File: src/tcw_pkg.sv
// Shared constants, types and helpers for the text console writer.
package tcw_pkg;

    // Screen geometry
    localparam int COLUMNS    = 80;
    localparam int ROWS       = 25;
    localparam int TAB_WIDTH  = 8;
    localparam int CELL_COUNT = COLUMNS * ROWS;

    localparam int ADDR_W    = $clog2(CELL_COUNT);
    localparam int COL_W     = $clog2(COLUMNS);
    localparam int COLX_W    = $clog2(COLUMNS + TAB_WIDTH);
    localparam int ROW_W     = $clog2(ROWS);
    localparam int ROWX_W    = $clog2(ROWS + 1);
    localparam int TAB_STOPS = (COLUMNS - 1) / TAB_WIDTH + 1;

    // Beat field widths
    localparam int KIND_W = 2;
    localparam int CHAR_W = 8;
    localparam int IDX_W  = 11;
    localparam int POS_W  = 11;
    localparam int DATA_W = 16;
    localparam int ATTR_W = 8;

    // Configuration port
    localparam int PADDR_W = 3;
    localparam int PDATA_W = 32;
    localparam logic REG_SEL_TEXT_ATTR = 1'b0;

    localparam logic [ATTR_W-1:0] RESET_ATTR     = 8'h0F;
    localparam logic [CHAR_W-1:0] BLANK_CHAR     = 8'h20;
    localparam logic [CHAR_W-1:0] CODE_BACKSPACE = 8'h08;
    localparam logic [CHAR_W-1:0] CODE_TAB       = 8'h09;
    localparam logic [CHAR_W-1:0] CODE_LF        = 8'h0A;
    localparam logic [CHAR_W-1:0] CODE_CR        = 8'h0D;

    typedef enum logic [KIND_W-1:0] {
        KIND_PUT   = 2'd0,
        KIND_CLEAR = 2'd1,
        KIND_READ  = 2'd2,
        KIND_NONE  = 2'd3
    } t_kind;

    typedef struct packed {
        logic load;
        logic put;
        logic home;
        logic sweep_start;
        logic sweep_init;
        logic sweep_blank;
        logic sweep_copy;
        logic rd_issue;
        logic result;
    } t_dp_cmd;

    typedef struct packed {
        t_kind kind;
        logic  sweep_last;
        logic  need_scroll;
        logic  out_busy;
    } t_dp_stat;

    // Next tab stop after a column; compares against constant stops only.
    function automatic logic [COLX_W-1:0] next_tab(input logic [COL_W-1:0] col);
        logic [COLX_W-1:0] stop;
        stop = COLX_W'(TAB_STOPS * TAB_WIDTH);
        for (int k = TAB_STOPS; k >= 1; k--) begin
            if (k * TAB_WIDTH > int'(col)) begin
                stop = COLX_W'(k * TAB_WIDTH);
            end
        end
        return stop;
    endfunction

endpackage

File: src/tcw_apb_regs.sv
// APB register file holding the text attribute.
module tcw_apb_regs import tcw_pkg::*; (
    input  logic               i_clk,
    input  logic               i_rst_n,
    input  logic               psel,
    input  logic               penable,
    input  logic               pwrite,
    input  logic [PADDR_W-1:0] paddr,
    input  logic [PDATA_W-1:0] pwdata,
    output logic [PDATA_W-1:0] prdata,
    output logic               pready,
    output logic [ATTR_W-1:0]  o_text_attribute
);

    logic [ATTR_W-1:0] r_attr;
    logic              sel_attr;

    assign sel_attr = (paddr[2] == REG_SEL_TEXT_ATTR);
    assign pready   = 1'b1;

    always_ff @(posedge i_clk) begin
        if (!i_rst_n) begin
            r_attr <= RESET_ATTR;
        end else if (psel && penable && pwrite && sel_attr) begin
            r_attr <= pwdata[ATTR_W-1:0];
        end
    end

    assign prdata           = sel_attr ? PDATA_W'(r_attr) : '0;
    assign o_text_attribute = r_attr;

endmodule

File: config.mk
export PLATFORM = sky130hd
export DESIGN_NAME = tcw_apb_regs
export DESIGN_NICKNAME = d
export VERILOG_FILES = /design/src/tcw_pkg.sv /design/src/tcw_apb_regs.sv
export SDC_FILE = /design/constraint.sdc
export NUM_CORES = 1
export LEC_CHECK = 0
export BUFFER_PORTS_ARGS = -buffer_cell sky130_fd_sc_hd__clkbuf_2
export CAP_MARGIN = 20
export CORE_MARGIN = 5
export CORE_UTILIZATION = 27
export DETAILED_ROUTE_END_ITERATION = 10
export HOLD_SLACK_MARGIN = 0.1
export PLACE_DENSITY_LB_ADDON = 0.2
export RECOVER_POWER = 50
export SLEW_MARGIN = 20
export SYNTH_ARGS = -nofsm -noshare
export SYNTH_HDL_FRONTEND = slang
export SYNTH_SLANG_ARGS = --single-unit
File: constraint.sdc
create_clock -name i_clk -period 0.8 [get_ports i_clk]
set_input_delay 0.04 -clock i_clk [delete_from_list [all_inputs] [get_ports i_clk]]
set_output_delay 0.04 -clock i_clk [all_outputs]
set_load 0.005 [all_outputs]
# After elaboration in Yosys (flattened, before gate mapping)

Index checks and enable logic that the tools add are counted.

Shifts and indexed selects: 0
Add/sub/neg operators: 0
Magnitude comparators: 0
Div/mod/pow operators: 0
Equality and inequality tests: 0
$mul: 0
Reductions and logical operators: 3
Bitwise gates (word level): 1
Muxes and demuxes: 1

Operators with widths:

| operator            | number |
|---|---|
| $mux W8             | 1 |
| $logic_and A1 B1 Y1 | 3 |
| $not A1 Y1          | 1 |

Bits in writable memories: 0
Bits in read-only memories: 0
Word-level logic and storage cells: 6
Register bits: 8
Latch bits: 0
Input port bits: 40
Memories: 0

# Longest topological paths before layout

Depth in word-level cells: 3
Depth in mapped cells: 3
Depth with buffers taken out: 2

# Worst setup path before layout

OpenSTA, ideal clock, no wires.

Path type: input to register
From: input port paddr[2]
To: register r_attr[0] (netlist: o_text_attribute[0])
Cell stages on the path: 3
Library setup time: 0.072 ns
Required time: 0.728 ns
Path slack: 0.151 ns
Arrival: 0.578 ns
Cell sequence: and4b_1 buf_6 mux2i_1

Word-level cells in the longest chain between the ends: 2

RTL lines:

| item                 | RTL line           | source |
|---|---|---|
| start, declared      | tcw_apb_regs.sv:8  | `input logic [PADDR_W-1:0] paddr,` |
| $not A1 Y1           | tcw_apb_regs.sv:18 | `assign sel_attr = (paddr[2] == REG_SEL_TEXT_ATTR);` |
| $logic_and A1 B1 Y1  | tcw_apb_regs.sv:24 | `end else if (psel && penable && pwrite && sel_attr) begin` |
| end signal, assigned | tcw_apb_regs.sv:25 | `r_attr <= pwdata[ATTR_W-1:0];` |
| end, declared        | tcw_apb_regs.sv:15 | `logic [ATTR_W-1:0] r_attr;` |

Every way passes these cells.
A chain may end at the register's enable or synchronous reset.

# Worst setup path after layout

From: register r_attr[6] (netlist: o_text_attribute[6])
To: output port prdata[6]

Word-level cells in the longest chain between the ends: 1

RTL lines:

| item          | RTL line           | source |
|---|---|---|
| $mux W8       | tcw_apb_regs.sv:29 | `assign prdata = sel_attr ? PDATA_W'(r_attr) : '0;` |
| end, declared | tcw_apb_regs.sv:10 | `output logic [PDATA_W-1:0] prdata,` |

Every way passes these cells.

==> impl_metrics.ini <==
[outcome]
status = finished, violations left
violations = negative setup slack

[layout]
nets = 158
multi_input_area_um2 = 334
layout_commonest_cell = clkbuf_2
fillers = 220
largest_reg_flops = 8
drive_above_1_share_pct = 49.1
area_delta_synth_final_pct = 50.4
seqCellArea_um2 = 169
layout_common_cells = 26 x clkbuf_2, 25 x conb_1, 10 x buf_6
n_antenna_cell = 0

[floorplanning]
io_pins = 81
die_y_um = 57.6
rows = 17
dieArea_mm2 = 0.00331
core_mm2 = 0.00219
initial_core_util_pct = 27.9
die-width_um = 57.6

[drt]
wirelength_mm = 1.43
ant_nets = 0
wl_per_cell_um = 9.94
vias = 527
dr.pass1.iters = 2
drc = 0
drtIter0Drc = 1
vias_per_cell = 3.66

[yosys]
synth-seq-cells = 8
synthCells = 70
synth_cell_types = 10
ys_seq_area_share_pct = 26.2
synthesis.area_um2 = 611
yosys.area.top_type = buf_4
ys_warn_count = 0
postSynthAreaPerCell_um2 = 8.72
yosysTopAreaCellShare_pct = 30.7
synthTopCellsByArea = buf_4 31%, dfxtp_1 26%, mux2i_1 13%, and2b_2 11%, nor2b_1 8.2%

[timing]
clock_skew_ps = 0
fin_crit_sh_pct = 112
setup_ws_ps = -93.6
final-hold-violation-count = 0
final.setup.tns_ps = -765
max_freq_mhz = 1120
slew_viol_final = 0
rsz0062_at_grt = yes
finalSetupViolations = 15
fin_crit_ps = 894

[critical_path]
critPathKind = register to primary output
endpoint_kind = primary output
crit_arrival_ps = 850
critPathLaunchType = register
worstPathRequired_ps = 760
reg2reg_depth = 3
worstPathMaxFanout = 2

[power_and_ir_drop]
p_int_mw = 0.701
p_sw_share_pct = 24.2
power_switching_mw = 0.224
power.density_mw_per_mm2 = 1010
power_frac_comb_pct = 23.0
p_leak_nw = 0.469
totalPowerFinal_mw = 0.926
pwr-share-clk_pct = 32.2
peakVddDrop_uv = 438
p_seq_share_pct = 44.8

[grt]
grt.total_usage_pct = 7.95
grt_util_met3_pct = 2.49
grtUsageMet2_pct = 14.4
grt_util_met1_pct = 8.16
overflow = 0
grt-busiest-layer = met2
grt_max_degree = 17
antenna_found_initial = 0
grt_pass1_wl_mm = 2.01
grt_pass1_vias = 483

[clocking]
clk_pin_slew_worst_paths_ps = 60
cts.sinks = 8
cts_tree = yes
htreeDepth = 1
numCtsBuffers = 3
insertion_delay_ps = 240
cts_buffer_depth = 2
root_buffer = clkbuf_4

[hold_path]
hold_path.class = input pin to register
worstHoldPathCells = 3

[place]
io_buffers = 29
gp_congestion = 0.672
post-dp-hpwl_mm = 1.02

[run]
max_cap_violations = 0
[cell usage after synthesis (all sizes together)]
cell and number:
buf 26, and2b 8, dfxtp 8, mux2i 8
nand2 8, nor2b 8, conb 2, and4b 1
clkbuf 1
[cell families (layout without fill, tap and decap cells)]
logic type | count (synthesis) | after routing | synth area share [%]
other | 2 | 25 | 1.23
buffers and inverters | 27 | 50 | 33.2
multiplexers | 8 | 8 | 13.1
AND/OR/NAND/NOR | 25 | 25 | 26.2
flip-flops | 8 | 8 | 26.2
[metrics by stage]
stage / instances / setup slack (ps) / hold slack, ps / cell area [µm²] / utilization (%)
floorplan: 93 / 151 / 182 / 697 / -
global placement: 125 / -19.2 / 272 / 702 / 32.0
detailed placement: 125 / -35.1 / 279 / 702 / 32.0
CTS: 144 / -99.3 / 206 / 897 / 40.9
global route: 144 / -125 / 240 / 918 / 41.9
finish: 144 / -93.6 / 199 / 918 / 41.9
[repair_timing]
item                                    in CTS  in global routing
buffers inserted                             8                  0
hold endpoints to repair                     8                  0
resized for setup                           14                  4
hold buffers                                 8                  0
endpoints found under the setup margin       8                 16
[path summary, 6_finish.rpt]
kind | start | end | slack (ps)
worst min register to register | o_text_attribute[4] | o_text_attribute[4] | 560
worst min-delay path | i_rst_n | o_text_attribute[4] | 200
worst max register to register | o_text_attribute[2] | o_text_attribute[2] | 80
worst max-delay path | o_text_attribute[6] | prdata[6] | -90
[cell type report]
cell class              count  area share [%]
multi-input cells          58            36.4
repair buffers             47            39.0
clock buffers               3            2.45
flip-flops and latches      8            18.4
well taps                  28            3.81
[worst max-delay path, stage by stage, from the launching register on]
cell      delay (ps)
dfxtp_2          320
and2b_2          180
clkbuf_2         110
[power by group through the flow]
| stage | sequential [mW] | combinational (mW) | clock (mW) |
|---|---|---|---|
| finish | 0.414 | 0.213 | 0.298 |
| global route | 0.415 | 0.238 | 0.333 |
| CTS | 0.414 | 0.208 | 0.316 |
| detailed placement | 0.423 | 0.158 | 0 |
| global placement | 0.422 | 0.156 | 0 |
| floorplan | 0.422 | 0.172 | 0 |
[routing by layer]
metal	vias up	share of wire, %
met4	0	0
met2	31	51
met5	-	0
li1	264	-
met3	0	13
met1	232	36
Note: power is estimated with default switching activity, not from simulation.
