### src/tcw_pkg.sv
// Shared constants, types and helpers for the text console writer.
package tcw_pkg;

    // Screen geometry
    localparam int COLUMNS    = 80;
    localparam int ROWS       = 25;
    localparam int TAB_WIDTH  = 8;
    localparam int CELL_COUNT = COLUMNS * ROWS;

    localparam int ADDR_W    = $clog2(CELL_COUNT);
    localparam int COL_W     = $clog2(COLUMNS);
    localparam int COLX_W    = $clog2(COLUMNS + TAB_WIDTH);
    localparam int ROW_W     = $clog2(ROWS);
    localparam int ROWX_W    = $clog2(ROWS + 1);
    localparam int TAB_STOPS = (COLUMNS - 1) / TAB_WIDTH + 1;

    // Beat field widths
    localparam int KIND_W = 2;
    localparam int CHAR_W = 8;
    localparam int IDX_W  = 11;
    localparam int POS_W  = 11;
    localparam int DATA_W = 16;
    localparam int ATTR_W = 8;

    // Configuration port
    localparam int PADDR_W = 3;
    localparam int PDATA_W = 32;
    localparam logic REG_SEL_TEXT_ATTR = 1'b0;

    localparam logic [ATTR_W-1:0] RESET_ATTR     = 8'h0F;
    localparam logic [CHAR_W-1:0] BLANK_CHAR     = 8'h20;
    localparam logic [CHAR_W-1:0] CODE_BACKSPACE = 8'h08;
    localparam logic [CHAR_W-1:0] CODE_TAB       = 8'h09;
    localparam logic [CHAR_W-1:0] CODE_LF        = 8'h0A;
    localparam logic [CHAR_W-1:0] CODE_CR        = 8'h0D;

    typedef enum logic [KIND_W-1:0] {
        KIND_PUT   = 2'd0,
        KIND_CLEAR = 2'd1,
        KIND_READ  = 2'd2,
        KIND_NONE  = 2'd3
    } t_kind;

    typedef struct packed {
        logic load;
        logic put;
        logic home;
        logic sweep_start;
        logic sweep_init;
        logic sweep_blank;
        logic sweep_copy;
        logic rd_issue;
        logic result;
    } t_dp_cmd;

    typedef struct packed {
        t_kind kind;
        logic  sweep_last;
        logic  need_scroll;
        logic  out_busy;
    } t_dp_stat;

    // Next tab stop after a column; compares against constant stops only.
    function automatic logic [COLX_W-1:0] next_tab(input logic [COL_W-1:0] col);
        logic [COLX_W-1:0] stop;
        stop = COLX_W'(TAB_STOPS * TAB_WIDTH);
        for (int k = TAB_STOPS; k >= 1; k--) begin
            if (k * TAB_WIDTH > int'(col)) begin
                stop = COLX_W'(k * TAB_WIDTH);
            end
        end
        return stop;
    endfunction

endpackage

### src/tcw_ctrl.sv
// Controller: sequences each command beat and the store sweeps.
module tcw_ctrl import tcw_pkg::*; (
    input  logic     i_clk,
    input  logic     i_rst_n,
    input  logic     i_item_valid,
    output logic     o_item_ready,
    output t_dp_cmd  o_cmd,
    input  t_dp_stat i_stat
);

    typedef enum logic [2:0] {
        S_INIT,
        S_IDLE,
        S_DECODE,
        S_PUT,
        S_SWEEP_CLR,
        S_SWEEP_SCR,
        S_DONE
    } t_state;

    t_state r_state;
    logic   r_ready;

    always_ff @(posedge i_clk) begin
        if (!i_rst_n) begin
            r_state <= S_INIT;
            r_ready <= 1'b0;
        end else begin
            unique case (r_state)
                S_INIT: if (i_stat.sweep_last) begin
                    r_state <= S_IDLE;
                    r_ready <= 1'b1;
                end
                S_IDLE: if (i_item_valid) begin
                    r_state <= S_DECODE;
                    r_ready <= 1'b0;
                end
                S_DECODE: begin
                    unique case (i_stat.kind)
                        KIND_PUT:   r_state <= S_PUT;
                        KIND_CLEAR: r_state <= S_SWEEP_CLR;
                        default:    r_state <= S_DONE;
                    endcase
                end
                S_PUT: r_state <= i_stat.need_scroll ? S_SWEEP_SCR : S_DONE;
                S_SWEEP_CLR, S_SWEEP_SCR: if (i_stat.sweep_last) begin
                    r_state <= S_DONE;
                end
                S_DONE: if (!i_stat.out_busy) begin
                    r_state <= S_IDLE;
                    r_ready <= 1'b1;
                end
                default: begin
                    r_state <= S_IDLE;
                    r_ready <= 1'b1;
                end
            endcase
        end
    end

    always_comb begin
        o_cmd             = '0;
        o_cmd.load        = (r_state == S_IDLE) && i_item_valid && r_ready;
        o_cmd.put         = (r_state == S_PUT);
        o_cmd.home        = (r_state == S_DECODE) && (i_stat.kind == KIND_CLEAR);
        o_cmd.sweep_start = o_cmd.home || ((r_state == S_PUT) && i_stat.need_scroll);
        o_cmd.sweep_init  = (r_state == S_INIT);
        o_cmd.sweep_blank = (r_state == S_INIT) || (r_state == S_SWEEP_CLR);
        o_cmd.sweep_copy  = (r_state == S_SWEEP_SCR);
        o_cmd.rd_issue    = (r_state == S_DECODE) && (i_stat.kind == KIND_READ);
        o_cmd.result      = (r_state == S_DONE) && !i_stat.out_busy;
    end

    assign o_item_ready = r_ready;

endmodule
### config.mk
export PLATFORM = sky130hd
export DESIGN_NAME = tcw_ctrl
export DESIGN_NICKNAME = d
export VERILOG_FILES = /design/src/tcw_pkg.sv /design/src/tcw_ctrl.sv
export SDC_FILE = /design/constraint.sdc
export NUM_CORES = 1
export LEC_CHECK = 0
export BUFFER_PORTS_ARGS = -buffer_cell sky130_fd_sc_hd__buf_2
export CORE_AREA = 2 2 39 41
export DETAILED_ROUTE_END_ITERATION = 12
export DIE_AREA = 0 0 41 43
export SYNTH_ARGS = -nofsm -noshare
export SYNTH_HDL_FRONTEND = slang
export SYNTH_SLANG_ARGS = --single-unit
### constraint.sdc
create_clock -name i_clk -period 1.6 [get_ports i_clk]
set_input_delay 0.32 -clock i_clk [delete_from_list [all_inputs] [get_ports i_clk]]
set_output_delay 0.32 -clock i_clk [all_outputs]
set_load 0.05 [all_outputs]
Word-level counts from Yosys, hierarchy flattened
Index checks and enable logic that the tools add are counted.
- flip-flop bits (word level): 4
- input port bits: 8
- output and inout bits: 10
- equal/unequal tests: 12
- multiplexer cells: 11
- bitwise logic cells: 1
- reduce and logical (&&, ||, !) cells: 15
- operator list (cell ; number):
    case mux 3 bit (6 select lines) ; 1
    two-way mux 3 bit ; 4
    equality test 3 bit (second input constant) ; 3
    AND reduction 4 bit ; 2
    equality test 3 x 2 -> 1 bit (second input constant) ; 2
    logical AND 1 bit ; 6
    inequality test 2 bit (second input constant) ; 3
    case mux 3 bit (2 select lines) ; 1
    case mux 1 bit (4 select lines) ; 1
    OR reduction 4 bit ; 1
    equality test 3 x 1 -> 1 bit (second input constant) ; 1
    logical NOT 3 bit ; 1
    two-way mux 1 bit ; 3
    equality test 2 x 1 -> 1 bit (second input constant) ; 1
    equality test 2 bit (second input constant) ; 1
    logical NOT 2 bit ; 1
    logical OR 1 bit ; 2
    two-way mux 2 bit ; 1
    inequality test 2 x 1 -> 1 bit (second input constant) ; 1
    OR reduction 2 bit ; 1
    logical NOT 1 bit ; 1
    NOT 1 bit ; 1

Logic depth before layout (Yosys ltp)
- depth after elaboration: 4
- gate-level depth with buffers: 5
- depth with buffers taken out: 4

Worst setup path before layout
OpenSTA, ideal clock, no wires.
- path type: flip-flop to output port
- start: reg r_state[1]
- end: out o_cmd[0] (netlist bit)
- arrival time: 2288 ps
- path slack: -1008 ps
- stages on the path, launching flop included: 3
- cells stage by stage: dfxtp_1 -> clkbuf_1 -> nor4b_1
- RTL lines (what ; line ; source):
    start, declared ; tcw_ctrl.sv:21 ; t_state r_state;
    start signal, assigned ; tcw_ctrl.sv:45 ; S_PUT: r_state <= i_stat.need_scroll ? S_SWEEP_SCR : S_DONE;
    end, declared ; tcw_ctrl.sv:7 ; output t_dp_cmd o_cmd,

==> summary.md <==
| Metric | Value |
|---|---|
| Run status | finished, final reports clean |
| Destination of the critical timing path | o_cmd[5] |
| Number of distinct library cells after synthesis | 29 |
| Cell leakage power | roughly 0.27 nW |
| Register bit count reported by yosys | 4 |
| GRT Max-Usage Layer | met2 |
| Area leader, netlist | sky130_fd_sc_hd__dfxtp_1 |
| Adder-cell share of the synthesized area | 0% |
| Unrepaired setup endpoints after global routing | yes |
| Top-area cell type share of the netlist area | between 20% and 30% |
| Starting utilization of the core area | ~25% |
| Share of post-route cells with drive strength above 1 | 57.4% |
| Final hold vios | 0 |
| Remaining DRCs | 0 |
| Clock buffers created by TritonCTS | 3 |
| Area after detailed placement | 519 sq um |
| Maximum clock rate | between 0.6 and 0.7 GHz |
| Top library cells by usage in the layout, fill and taps aside | 12 x sky130_fd_sc_hd__buf_2, 6 x sky130_fd_sc_hd__buf_4, 4 x sky130_fd_sc_hd__clkbuf_4 |
| Post-synthesis compound-gate area fraction | approximately a quarter |
| Area of the core region | ~0.0014 sq mm |
| Hold Crit Class | in2reg |
| Slew headroom | 77.9% |
| Cell Count, Final, Fillers Out | 84 |
| Syn nets | 54 |
| Max Cap Violations | 0 |
| Worst VDD drop | slightly below 0.0006 V |
| Number of ports placed on the die boundary | 18 |
| Combinational family with the most area after synthesis | simple AND/OR/NAND/NOR gates |
| Vias | 411 |
| Site Rows | 14 |
| M3 GR Usage | 3.14% |
| Hold bufs inserted after CTS | 0 |
| FF-to-FF path depth | 4 |
| Area contributors post-synth | sky130_fd_sc_hd__dfxtp_1 23%, sky130_fd_sc_hd__nor2_1 6.5%, sky130_fd_sc_hd__o211a_1 5.8%, sky130_fd_sc_hd__nand2b_1 3.6%, sky130_fd_sc_hd__and4_4 3.3% |
| Final worst path period need | approximately 1.6 ns |
| Area delta synth->final | 70.7% |
| Final core utilization | around 43% |
| Simple logic cell fraction of the synthesized area | a little over two fifths |
| Met1 demand-to-capacity share in global routing | between 10 and 15% |
| Gpl congestion | between 0.7 and 0.8 |
| Multiplexer share of the synthesized area | a little under 3% |
| Power per standard cell area | ~1900 mW/mm^2 |
| X dimension of the die | slightly above 40 microns |
| Number of I/O port buffers | 17 |
| Period Utilization, post-route | a little under 100% |
| Final number of max-transition violations | 0 |
| Total clock sinks | 4 |
| Clk root buf | sky130_fd_sc_hd__clkbuf_4 |
| Remaining antenna violation count after routing | 0 |
| Fraction of synthesized cell area in xor and xnor cells | 0% |
| Maximum count of clock buffers along a single path | 2 |
| Final net count | 78 |
| Final standard cell area without fillers | around 600 sq um |
| CTS H-tree depth | 1 |
| Slew at the pin closest to its max-slew limit | 0.327 ns |
| Register-to-register setup slack | between 0.15 and 0.2 ns |
| Critical Path Sink Type | output port |
| Die height | ~43 microns |
| Per-cell routed wire length | about 11 microns |
| DRT iter0 DRCs | 7 |
| Leading cell type in the layout, fill and taps excluded | sky130_fd_sc_hd__buf_2 |
| Pwr Total | 1.11 mW |
| DP Cell Count | 80 |
| Post-Syn Instances | 46 |
| Total of endpoints with negative setup slack in the final report | 0 |
| Overall routed net length | 911 microns |
| Arrival time reported for the critical path endpoint | approximately 1.2 ns |
| Launch point of the critical path | r_state[0] |
| Launch point of the worst reg-to-reg path | r_state[0] |
| Setup Slack @ Placement | approximately 0.09 ns |
| Netlist area before placement | ~350 sq um |
| Die area | about 0.0018 sq mm |
| Total grt overflow | 0 |
| Hpwl dp | between 700 and 800 microns |
| WP data required | 1.28 ns |
| Length of the first detailed-routing pass in iterations | 4 |
| Total routing resource utilization after global routing | about an eighth |
| Count of warnings emitted by yosys | 0 |
| Clock skew after layout | 0.00275 ns |
| Critical Path Fanout Max | 5 |
| Class of the most critical setup path | reg2out |
| TritonCTS clock tree | yes |
| N_diodes | 0 |
| Initial antenna violation count | 0 |
| Via count of the first global-routing pass | approximately 400 |
| Worst setup SP type | flop |
| Reg2Reg Capture Point | r_state[0] |
| Clock transition at the register clock pins on the worst setup and hold paths after CTS | 0.04 ns |
| Fraction of the yosys area taken by sequential cells | 23.2% |
| Post-DR vias/cell | ~4.9 |
| Worst-skew pair later-pin latency | between 0.2 and 0.25 ns |
| First-pass GRT wire length | 1480 microns |
| Mean area per synthesized cell | 7.51 sq um |
| Final setup slack of the worst path | between 0.04 and 0.05 ns |
| Maximum number of pins on one net before global-route repair | 15 |
| Met2 Use GR | between 10% and 20% |
how the worst min path moves through the flow:
stage | from | end | slack [ns] | cells past startpoint
5_1_grt | i_rst_n | r_state[0] | 0.35 | 2
6_report | i_rst_n | r_state[0] | 0.35 | 2
2_1_floorplan | i_rst_n | r_state[0] | 0.45 | 1
3_5_place_dp | o_item_ready | o_item_ready | 0.52 | 1
4_1_cts | i_rst_n | r_state[0] | 0.35 | 2
3_3_place_gp | o_item_ready | o_item_ready | 0.53 | 1
per-layer routing:
| metal | routed length (microns) | part of all wire [%] |
|---|---|---|
| met1 | 396 | 43 |
| met2 | 472 | 52 |
| met3 | 42 | 4.6 |
| met4 | 0 | 0 |
| met5 | 0 | 0 |
worst max-delay path, cell delays in order, from the launching register on:
cell and delay, ns:
sky130_fd_sc_hd__dfxtp_4 0.35, sky130_fd_sc_hd__nor2b_1 0.14, sky130_fd_sc_hd__and2_4 0.16, sky130_fd_sc_hd__a21o_4 0.21
sky130_fd_sc_hd__buf_8 0.14
final cells by class:
class	instances	area, sq um
fillers	152	795
clock buffers	3	22.5
flip-flops and latches	4	88.8
well taps	16	20.0
inverters	3	11.3
repair buffers	22	150
multi-input cells	36	297
metrics by stage:
| step | TNS, ns | hold slack, ns |
|---|---|---|
| global route | -0.0226 | 0.348 |
| finish | 0 | 0.351 |
| CTS | 0 | 0.346 |
| global placement | 0 | 0.527 |
| floorplan | -0.0727 | 0.453 |
| detailed placement | 0 | 0.523 |
synth_stat cells (all sizes together):
cell type / instances
o21ai: 3
and2: 1
clkbuf: 1
and3: 1
o211a: 2
o311ai: 1
nor3b: 1
nand2: 3
dfxtp: 4
inv: 3
nor3: 2
nand4b: 1
or3b: 1
a21boi: 2
or4b: 1
a21o: 1
mux2i: 1
nand2b: 2
nor2b: 1
buf: 2
or3: 1
o22ai: 1
nand3b: 1
and4: 1
nor4b: 1
o311a: 1
nor2: 6
logic make-up (layout without fill, tap and decap cells):
family                 count (synthesis)  after routing
AOI/OAI and AO/OA                     11             11
DFF                                    4              4
buffers and inverters                  6             28
muxes                                  1              1
and+or+nand+nor                       24             24
power by group:
part | internal (mW) | total, mW | switching (mW)
clock | 0.0835 | 0.119 | 0.0356
sequential | 0.154 | 0.222 | 0.0685
combinational | 0.298 | 0.769 | 0.470
what timing repair did:
| item | in CTS | in global routing |
|---|---|---|
| setup endpoints to repair | 5 | 7 |
| gates cloned | 0 | 0 |
| setup buffers | 0 | 1 |
| gates resized for setup | 9 | 7 |
| pin swaps | 0 | 2 |
state kept, by name, summed over array words and instances (netlist names):
register / count
r_state: 3
o_item_ready: 1
No activity file was read; power rests on OpenSTA's default activity.
